## src/hw/rtl/gsd_pkg.sv

```systemverilog
// types and constants shared by the gear selector debounce and decode block
`default_nettype none

package gsd_pkg;

  localparam int unsigned NumPositions = 6;
  localparam int unsigned TimeMsWidth  = 32;
  localparam int unsigned LimitWidth   = 16;
  localparam int unsigned GearWidth    = 3;

  localparam logic [LimitWidth-1:0] DebounceLimitReset = 16'd50;
  localparam logic [GearWidth-1:0]  GearUnknown        = 3'd6;

  localparam logic OpCapture = 1'b0;
  localparam logic OpUpdate  = 1'b1;

  typedef struct packed {
    logic                    opcode;
    logic [NumPositions-1:0] raw_lines;
    logic [TimeMsWidth-1:0]  time_ms;
  } gsd_in_t;

  typedef struct packed {
    logic [GearWidth-1:0]    gear;
    logic [NumPositions-1:0] entered_mask;
    logic [NumPositions-1:0] stable_lines;
  } gsd_out_t;

  typedef struct packed {
    logic fire;
    logic update;
  } gsd_ctl_t;

endpackage

`default_nettype wire

```

## src/hw/rtl/gsd_debounce.sv

```systemverilog
// per-line change stamps and debounced levels; a capture request loads the raw lines directly
`default_nettype none

module gsd_debounce #(
  parameter int unsigned TIME_WIDTH = 32
) (
  input  wire logic                                clk_i,
  input  wire logic                                rst_ni,
  input  wire gsd_pkg::gsd_ctl_t                   ctl_i,
  input  wire logic [gsd_pkg::NumPositions-1:0]    raw_lines_i,
  input  wire logic [gsd_pkg::TimeMsWidth-1:0]     time_ms_i,
  input  wire logic [gsd_pkg::LimitWidth-1:0]      limit_i,
  output logic      [gsd_pkg::NumPositions-1:0]    stable_d_o
);
  import gsd_pkg::*;

  localparam int unsigned ExtW = (TIME_WIDTH > TimeMsWidth) ? TIME_WIDTH : TimeMsWidth;

  logic [NumPositions-1:0] last_raw_q, last_raw_d;
  logic [NumPositions-1:0] stable_q, stable_d;
  logic [TIME_WIDTH-1:0]   stamp_q [NumPositions];
  logic [TIME_WIDTH-1:0]   stamp_d [NumPositions];
  logic [ExtW-1:0]         now_ext;
  logic [TIME_WIDTH-1:0]   now_t;
  logic [TIME_WIDTH-1:0]   limit_t;
  logic [TIME_WIDTH-1:0]   elapsed [NumPositions];

  assign now_ext = ExtW'(time_ms_i);
  assign now_t   = now_ext[TIME_WIDTH-1:0];
  assign limit_t = TIME_WIDTH'(limit_i);

  always_comb begin
    last_raw_d = last_raw_q;
    stable_d   = stable_q;
    for (int k = 0; k < NumPositions; k++) begin
      stamp_d[k] = stamp_q[k];
      elapsed[k] = '0;
    end
    if (ctl_i.update) begin
      for (int k = 0; k < NumPositions; k++) begin
        if (raw_lines_i[k] != last_raw_q[k]) begin
          stamp_d[k] = now_t;
        end
        elapsed[k] = now_t - stamp_d[k];
        if (elapsed[k] >= limit_t) begin
          stable_d[k] = raw_lines_i[k];
        end
      end
      last_raw_d = raw_lines_i;
    end else begin
      last_raw_d = raw_lines_i;
      stable_d   = raw_lines_i;
    end
  end

  assign stable_d_o = stable_d;

  always_ff @(posedge clk_i or negedge rst_ni) begin
    if (!rst_ni) begin
      last_raw_q <= '0;
      stable_q   <= '0;
      for (int k = 0; k < NumPositions; k++) begin
        stamp_q[k] <= '0;
      end
    end else if (ctl_i.fire) begin
      last_raw_q <= last_raw_d;
      stable_q   <= stable_d;
      for (int k = 0; k < NumPositions; k++) begin
        stamp_q[k] <= stamp_d[k];
      end
    end
  end

endmodule

`default_nettype wire

```

## src/hw/rtl/gsd_decode.sv

```systemverilog
// priority encode of stable lines and one-shot entry flags
`default_nettype none

module gsd_decode (
  input  wire logic                              clk_i,
  input  wire logic                              rst_ni,
  input  wire gsd_pkg::gsd_ctl_t                 ctl_i,
  input  wire logic [gsd_pkg::NumPositions-1:0]  stable_i,
  output logic      [gsd_pkg::GearWidth-1:0]     gear_d_o,
  output logic      [gsd_pkg::NumPositions-1:0]  flags_d_o
);
  import gsd_pkg::*;

  logic [GearWidth-1:0]    gear_q, gear_d;
  logic [NumPositions-1:0] flags_q, flags_d;

  always_comb begin
    gear_d = GearUnknown;
    for (int k = NumPositions - 1; k >= 0; k--) begin
      if (stable_i[k]) begin
        gear_d = GearWidth'(k);
      end
    end
    flags_d = flags_q;
    if (ctl_i.update) begin
      if (gear_d != GearUnknown && gear_d != gear_q) begin
        flags_d = NumPositions'(1) << gear_d;
      end else begin
        flags_d = '0;
      end
    end
  end

  assign gear_d_o  = gear_d;
  assign flags_d_o = flags_d;

  always_ff @(posedge clk_i or negedge rst_ni) begin
    if (!rst_ni) begin
      gear_q  <= GearUnknown;
      flags_q <= '0;
    end else if (ctl_i.fire) begin
      gear_q  <= gear_d;
      flags_q <= flags_d;
    end
  end

endmodule

`default_nettype wire

```

## src/hw/rtl/gear_selector_debounce_decode.sv

```systemverilog
// top level: request register, debounce, gear decode and result register
//
//   port      | dir | contents
//   in_*      | in  | request: opcode, raw selector lines, ms timestamp
//   out_*     | out | result: gear, entry flags, stable lines
//   cfg_*     | in  | debounce limit in ms (16 bits)
//
// one request per cycle sustained while results are taken; the result register loads from
// the request register when it is empty or its result is taken
// reset clears all line state, gear goes to unknown, limit returns to 50 ms
// a stalled result holds the result register; the request register still
// takes a request, and further requests wait until the result is taken
`default_nettype none

module gear_selector_debounce_decode #(
  parameter int unsigned TIME_WIDTH = 32
) (
  input  wire logic                                clk_i,
  input  wire logic                                rst_ni,
  input  wire logic                                in_valid_i,
  output logic                                     in_ready_o,
  input  wire gsd_pkg::gsd_in_t                    in_data_i,
  output logic                                     out_valid_o,
  input  wire logic                                out_ready_i,
  output gsd_pkg::gsd_out_t                        out_data_o,
  input  wire logic                                cfg_valid_i,
  output logic                                     cfg_ready_o,
  input  wire logic [gsd_pkg::LimitWidth-1:0]      cfg_data_i
);
  import gsd_pkg::*;

  logic                    req_valid_q;
  gsd_in_t                 req_q;
  logic                    res_valid_q;
  gsd_out_t                res_q;
  logic [LimitWidth-1:0]   limit_q;
  gsd_ctl_t                ctl;
  logic [NumPositions-1:0] stable_d;
  logic [GearWidth-1:0]    gear_d;
  logic [NumPositions-1:0] flags_d;

  assign ctl.fire   = req_valid_q && (!res_valid_q || out_ready_i);
  assign ctl.update = (req_q.opcode == OpUpdate);

  assign in_ready_o  = !req_valid_q || ctl.fire;
  assign out_valid_o = res_valid_q;
  assign out_data_o  = res_q;
  assign cfg_ready_o = 1'b1;

  gsd_debounce #(
    .TIME_WIDTH(TIME_WIDTH)
  ) u_debounce (
    .clk_i      (clk_i),
    .rst_ni     (rst_ni),
    .ctl_i      (ctl),
    .raw_lines_i(req_q.raw_lines),
    .time_ms_i  (req_q.time_ms),
    .limit_i    (limit_q),
    .stable_d_o (stable_d)
  );

  gsd_decode u_decode (
    .clk_i    (clk_i),
    .rst_ni   (rst_ni),
    .ctl_i    (ctl),
    .stable_i (stable_d),
    .gear_d_o (gear_d),
    .flags_d_o(flags_d)
  );

  always_ff @(posedge clk_i or negedge rst_ni) begin
    if (!rst_ni) begin
      req_valid_q <= 1'b0;
      res_valid_q <= 1'b0;
      limit_q     <= DebounceLimitReset;
    end else begin
      if (in_ready_o) begin
        req_valid_q <= in_valid_i;
      end
      if (ctl.fire) begin
        res_valid_q <= 1'b1;
      end else if (out_ready_i) begin
        res_valid_q <= 1'b0;
      end
      if (cfg_valid_i) begin
        limit_q <= cfg_data_i;
      end
    end
  end

  always_ff @(posedge clk_i) begin
    if (in_ready_o && in_valid_i) begin
      req_q <= in_data_i;
    end
    if (ctl.fire) begin
      res_q.gear         <= gear_d;
      res_q.entered_mask <= flags_d;
      res_q.stable_lines <= stable_d;
    end
  end

endmodule

`default_nettype wire
```

## config.mk

```make
export PLATFORM = sky130hd
export DESIGN_NAME = gear_selector_debounce_decode
export DESIGN_NICKNAME = d
export VERILOG_FILES = /design/src/hw/rtl/gsd_pkg.sv /design/src/hw/rtl/gsd_debounce.sv /design/src/hw/rtl/gsd_decode.sv /design/src/hw/rtl/gear_selector_debounce_decode.sv
export SDC_FILE = /design/constraint.sdc
export NUM_CORES = 1
export LEC_CHECK = 0
export ABC_AREA = 1
export BUFFER_PORTS_ARGS = -buffer_cell sky130_fd_sc_hd__buf_2
export CORE_UTILIZATION = 45
export CTS_CLUSTER_SIZE = 12
export DETAILED_ROUTE_END_ITERATION = 10
export MAX_ROUTING_LAYER = met4
export PLACE_DENSITY_LB_ADDON = 0.3
export RECOVER_POWER = 50
export SYNTH_ARGS = -nofsm -noshare
export SYNTH_HDL_FRONTEND = slang
export SYNTH_SLANG_ARGS = --single-unit
```

## constraint.sdc

```tcl
create_clock -name clk_i -period 14 [get_ports clk_i]
set_input_delay 0.7 -clock clk_i [delete_from_list [all_inputs] [get_ports clk_i]]
set_output_delay 0.7 -clock clk_i [all_outputs]
set_load 0.02 [all_outputs]
```

==> results of run 1 <==
[state kept, by name, indices dropped and copies added, names as in the netlist]
register / count
out_valid_o: 1
req_q: 38
u_decode.flags_q: 6
ctl: 1
out_data_o: 15
u_debounce.stable_q: 6
limit_q: 16
u_decode.gear_q: 3
u_debounce.stamp_q: 192
req_valid_q: 1
u_debounce.last_raw_q: 6
[critical path, delay by kind of cell]
| kind | cells | cell delay (ns) |
|---|---|---|
| buffers and inverters | 3 | 7.56 |
[report_power, final]
group          total [mW]  leakage, nW  switching (mW)  internal (mW)
clock network        1.02        0.614           0.406          0.611
logic                4.43         11.3            2.96           1.47
registers            1.34         3.38           0.185           1.15
total                6.78         15.3            3.55           3.24
[layer usage]
metal	track usage, %	part of all wire (%)
met3	4.843	8.6
met1	49.53	47
met4	11.83	3.8
met5	-	0
met2	47.17	40
[through the flow]
stage               std cells  hold WS (ns)  utilization (%)
CTS                      5156        0.1261            49.76
global route             5156        0.2885            49.66
finish                   5156        0.3090            49.66
global placement         5089        0.4610            47.68
detailed placement       5089        0.4650            47.68
floorplan                4300        0.4044                -
[final timing paths]
check,to,cells after the start,from
worst max-delay path,u_debounce.stamp_q[90]$_DFFE_PN0P_,3,rst_ni
worst min-delay path,req_q[12]$_DFFE_PP_,1,in_data_i[12]
worst max register to register,out_data_o[8]$_DFFE_PP_,28,req_q[32]$_DFFE_PP_
worst min register to register,u_debounce.stamp_q[154]$_DFFE_PN0P_,2,u_debounce.stamp_q[154]$_DFFE_PN0P_
max in group clk_i,out_data_o[8]$_DFFE_PP_,28,req_q[32]$_DFFE_PP_
min in group asynchronous,limit_q[9]$_DFFE_PN0P_,1,rst_ni
[cell families after synthesis]
family | count (synthesis)
other cells | 1
compound gates | 850
flops | 285
simple gates | 2184
fa+ha+maj | 264
mux | 1
buf+inv | 615
xor+xnor | 100
[final cells by class]
class	count	area share [%]
Sequential cell	285	24.58
Tap cell	782	3.246
Clock buffer	44	3.230
Clock inverter	23	0.9548
Multi-Input combinational cell	3400	59.77
Timing Repair Buffer	101	1.710
Inverter	521	6.513
[cells in the mapped netlist, drive strengths merged]
cell     count  area (sq um)
nand2     1456          5603
inv        519          1948
o21ai      512          2570
nor2       354          1389
ha         260          3253
a21oi      230          1181
dfrtp      226          5655
nand3      224          1286
xor2        86         768.2
clkbuf      82         311.6
edfxtp      54          1622
nor3        53         275.3
nand4       49         306.5
o211ai      28         210.2
o21bai      21         157.7
nand3b      20         153.9
nor4        16         112.6
xnor2       14         122.6
a21boi      13         97.59
a211oi      12         90.09
buf         12         105.1
a31oi       11         68.82
a21o        10         75.07
dfstp        5         131.4
o21a         5         37.54
or2          5         31.28
and3         4         25.02
fa           4         80.08
o22ai        4         25.02
and2         3         18.77
clkinv       2         7.510
a2111oi      1         8.760
a31o         1         8.760
conb         1         3.750
mux2         1         11.26
o211a        1         10.01
o311ai       1         8.760
==> metrics, run 1 <==
status finished with violations; failing checks capacitance limit, slew limit; row count 90; Peak Freq 0.1200 GHz; first-pass GRT wire length 158100 um; design area 30140 sq um; Via density 5.619; Worst EP required 14.03 ns; port buffer count 76; Final period util 59.51%; # Max-Cap Violations 5; Vias 28973; share of post-route cells with drive strength above 1 6.356%; WP data arrival 8.36 ns; total grt overflow 0; simple logic cell fraction of the synthesized area 33.13%; setup bufs post-CTS 0; Syn. warnings 0; Core Region 60700 sq um; die area 62710 sq um; vias in the first global route 26017; DP Wirelength 80610 um; Net Count, Synth 4624; worst-margin pin slew 4.317 ns; GRT Overall Usage 33.91%; WL/cell 20.22 um; Leak 15.30 nW; total power 6.785 mW; unrepaired setup endpoints after global routing false; FF/Latch Area 7408 sq um; CP Launch Type input port; worst setup margin 5.669 ns; Root Buffer clkbuf_16; largest family of logic cells by synthesized area simple AND/OR/NAND/NOR gates; final setup TNS 0 ns; Cell Area, Placed 28940 sq um; multiplexer share of the synthesized area 0.04055%; Die Y 250.4 um; clock sink count 285; Largest stage delay, worst path 2.95 ns; CTS Buf Count 37; worst min path class input port to register; cell area after synthesis 27770 sq um; crit-path cells clkbuf_1 > clkbuf_1 > clkbuf_1; CTS tree done; leading cell type in the layout, fill and taps excluded nand2_1; Setup crit end kind asynchronous set/reset pin; Slew Limit Fails 233; PwrDens 225.1 nW/um^2; ANT nets after route 0; Final Hold Fails 0; multi-input logic area 18010 sq um; Synth Area in Compound Gates 16.38%; Post-Synth XOR/XNOR Area 3.208%; Slowest cell on crit path clkbuf_1; Peak VDD IR 0.09771 mV; clk buf depth 3; # setup viols final 0; Worst Path Max Fanout 74; chip width 250.4 um; drt initial violations 3218; FF+latch count, synth 285; # IOs 78; routability cong. 1.003; Cells after Synth 4300; max_slew headroom -187.8%; antenna fix cells 0; cts hold-fix bufs 0; initial antenna violation count 0; area delta synth->final 8.534%; fillers 6302; DRC 0; fin crit period 8.331 ns; number of gates resized after CTS 0; most frequent CP cell clkbuf_1; DP Worst Slack 7.932 ns; Distinct cells, synth 57; Initial Utilization 45.75%; Clock Latency Late Sink 0.56 ns; adder-cell share of the synthesized area 12.00%; final WL 104300 um; Worst Skew 0.01933 ns; Seq/Total Area, Yosys 26.68%; Clock transition at path regs 0.06 ns; largest net degree at the start of global routing 134; Mapped Avg Cell Area 6.458 sq um; H-tree levels 2; fin nets 4670; FF-to-FF setup slack 7.76 ns; most frequent cells in the layout 1407 x nand2_1, 501 x o21ai_0, 490 x inv_1; TritonRoute pass-1 iters 6; Setup CP Type input port to asynchronous set/reset pin
Note: power is estimated with default switching activity, not from simulation.
==> run 2, diff against run 1 <==
--- a/config.mk
+++ b/config.mk
@@ -5,7 +5,7 @@
 export SDC_FILE = /design/constraint.sdc
 export NUM_CORES = 1
 export LEC_CHECK = 0
-export ABC_AREA = 1
+export ABC_AREA = 0
 export BUFFER_PORTS_ARGS = -buffer_cell sky130_fd_sc_hd__buf_2
 export CORE_UTILIZATION = 45
 export CTS_CLUSTER_SIZE = 12
==> constraint.sdc (replaced) <==
create_clock -name clk_i -period 6.8 [get_ports clk_i]
set_input_delay 0.34 -clock clk_i [delete_from_list [all_inputs] [get_ports clk_i]]
set_output_delay 0.34 -clock clk_i [all_outputs]
set_load 0.02 [all_outputs]
==> metrics, run 2 <==
Synth area leader dfrtp_1; worst setup margin -0.05758 ns (-5.726 ns); Largest Register u_debounce.stamp_q; fin util 53.48% (+3.8 points); fillers 5442 (-14%); final WL 86800 um (-17%); top-area cell type share of the netlist area 21.26% (+0.90 points); multiplexer share of the synthesized area 6.732% (+6.7 points); first-pass GRT wire length 135600 um (-14%); adder-cell share of the synthesized area 13.32% (+1.3 points); largest net degree at the start of global routing 162 (+21%); largest family of logic cells by synthesized area compound AO/OA/AOI/OAI gates; failing checks capacitance limit, slew limit, setup timing; Initial Utilization 45.84% (+0.083 points); routability cong. 1.005 (+0.13%); multi-input logic area 18550 sq um (+3.0%); Cells after Synth 3230 (-25%); most frequent CP cell a21o_1; cell total after placement 4099 (-19%); Slew Limit Fails 111 (-52%); TritonRoute pass-1 iters 6 (unchanged); Post-Synth XOR/XNOR Area 4.751% (+1.5 points); DRC 0 (unchanged); Cell Area, Placed 28840 sq um (-0.35%); Mapped Avg Cell Area 8.234 sq um (+28%); share of post-route cells with drive strength above 1 11.97% (+5.6 points); Worst Skew 0.02188 ns (+0.002551 ns); GRT Overall Usage 29.47% (-4.4 points); clk buf depth 3 (unchanged); Vias 25857 (-11%); most frequent cells in the layout 448 x nand2_1, 349 x o21ai_0, 259 x ha_1; FF/Latch Area 7411 sq um (about the same); total grt overflow 0 (unchanged); chip width 245.1 um (-2.1%); status finished with violations; # setup viols final 5 (+5); Synth Area in Compound Gates 25.67% (+9.3 points); Synth Flop Type dfrtp_1; Non-Filler Instances 4233 (-18%); Die Y 245.1 um (-2.1%); H-tree levels 2 (unchanged); Slowest cell on crit path or4_4; initial antenna violation count 2 (+2); most frequent cell after synthesis nand2_1; Core Region 58030 sq um (-4.4%); area delta synth->final 16.67%; CP delay by family, top compound AO/OA/AOI/OAI gates; FF+latch count, synth 285 (unchanged); unrepaired setup endpoints after global routing true; Final Hold Fails 0 (unchanged); Top Registers u_debounce.stamp_q (192), req_q (38), limit_q (16); worst min path class input port to register; Worst Path Max Fanout 5 (-93%); Clock Latency Late Sink 0.58 ns (+0.02 ns); Peak VDD IR 0.2435 mV (+150%); leading cell type in the layout, fill and taps excluded nand2_1; WL/cell 20.51 um (+1.4%); total power 11.66 mW (+72%); Clock transition at path regs 0.06 ns (about the same); max reg flops 192 (unchanged); Setup CP Type register to register; Peak Freq 0.1458 GHz; vias in the first global route 24513 (-5.8%); drt initial violations 1889 (-41%); Net Count, Synth 3554 (-23%); row count 88 (-2.2%); crit path buf inv count 3 (unchanged); WP data arrival 7.16 ns (-1.20 ns); design area 31030 sq um (+3.0%); DP Wirelength 65340 um (-19%); Seq/Total Area, Yosys 27.85% (+1.2 points); Area contributors post-synth dfrtp_1 21%, ha_1 12%, o21ai_0 6.7%; Root Buffer clkbuf_16; # Max-Cap Violations 2 (-3); CTS tree done; number of synthesized flops with an enable pin 54 (unchanged); Distinct cells, synth 104 (+82%); fin nets 3762 (-19%); die area 60080 sq um (-4.2%); final setup TNS -0.2432 ns (-0.2432 ns); port buffer count 76 (unchanged); worst-margin pin slew 4.395 ns (+0.07760 ns); Leak 13.55 nW (-11%); Worst EP required 7.10 ns (-6.93 ns); synth cell count leaders 449 x nand2_1, 355 x o21ai_0, 260 x ha_1, 257 x a21oi_1, 226 x dfrtp_1; PwrDens 375.7 nW/um^2 (+67%); max_slew headroom -193.0% (-5.2 points); simple logic cell fraction of the synthesized area 18.16% (-15 points); CTS Buf Count 37 (unchanged); fin crit period 6.858 ns; cell area after synthesis 26600 sq um (-4.2%); clock sink count 285 (unchanged); FFs w/ async S/R, synth 81.05% (unchanged); ANT nets after route 0 (unchanged); Largest stage delay, worst path 0.55 ns (-2.40 ns); CP Launch Type register; Via density 6.108 (+8.7%); # IOs 78 (unchanged); Syn. warnings 0 (unchanged); Setup crit end kind register; Final period util 100.8%
==> run 2: cells by family after synthesis <==
family	count (synthesis)
xor gates and xnor gates	140
other	1
muxes	175
buffers and inverters	241
DFF	285
and+or+nand+nor	1025
AOI/OAI and AO/OA	1078
adders and majority gates	285
==> run 2: path summary, 6_finish.rpt <==
path / from / to / slack [ns] / cells after the start
max in group asynchronous: rst_ni / u_debounce.last_raw_q[5]$_DFFE_PN0P_ / 2.15 / 2
setup reg to reg: req_q[33]$_DFFE_PP_ / out_data_o[11]$_DFFE_PP_ / -0.06 / 31
hold reg to reg: u_debounce.stamp_q[132]$_DFFE_PN0P_ / u_debounce.stamp_q[132]$_DFFE_PN0P_ / 0.48 / 2
min in group asynchronous: rst_ni / u_debounce.stamp_q[2]$_DFFE_PN0P_ / 1.88 / 2
setup / recovery: req_q[33]$_DFFE_PP_ / out_data_o[11]$_DFFE_PP_ / -0.06 / 31
hold / removal: out_ready_i / out_valid_o$_DFFE_PN0P_ / 0.06 / 3
==> run 2: final cells by class <==
class                   instances  area share, %
flip-flops and latches        285          23.88
inverters                      95          1.149
multi-input cells            2704          59.77
well taps                     765          3.085
clock inverters                23         0.9959
repair buffers                315          7.726
clock buffers                  45          3.383
diodes                          1       0.008064
==> run 2: tightest hold or removal path, cell delays in order <==
cell and delay, ns:
buf_2 0.08, nand2b_1 0.11, nand2b_1 0.06
==> run 2: stage by stage <==
stage          hold slack (ns)  worst slack (ns)
5_1_grt                0.07224           -0.4632
4_1_cts                0.03887           0.01515
2_1_floorplan          0.04441          0.003453
6_report               0.06317          -0.05758
3_5_place_dp            0.3529           -0.3247
3_3_place_gp            0.3333           -0.1120
==> run 2: routing by layer <==
metal  track usage [%]  part of all wire (%)
met5                 -                     0
met4             12.08                   4.6
met3             3.816                   5.7
met2             49.00                    47
met1             35.96                    43
==> run 2: power breakdown <==
part           switching [mW]  leakage [nW]  internal [mW]
Sequential              0.333          3.41           2.19
Clock                   0.834         0.672           1.37
Combinational            4.05          9.47           2.89
Total                    5.21          13.5           6.44
==> run 2: repair_timing <==
| action | 4_1_cts | 5_1_grt |
|---|---|---|
| gates cloned | 1 | 0 |
| endpoints found under the setup margin | 9 | 16 |
| pin swaps | 4 | 18 |
| gates resized for setup | 9 | 45 |
| hold endpoints to repair | 123 | 0 |
| buffers inserted | 3 | 6 |
| hold buffers | 56 | 0 |
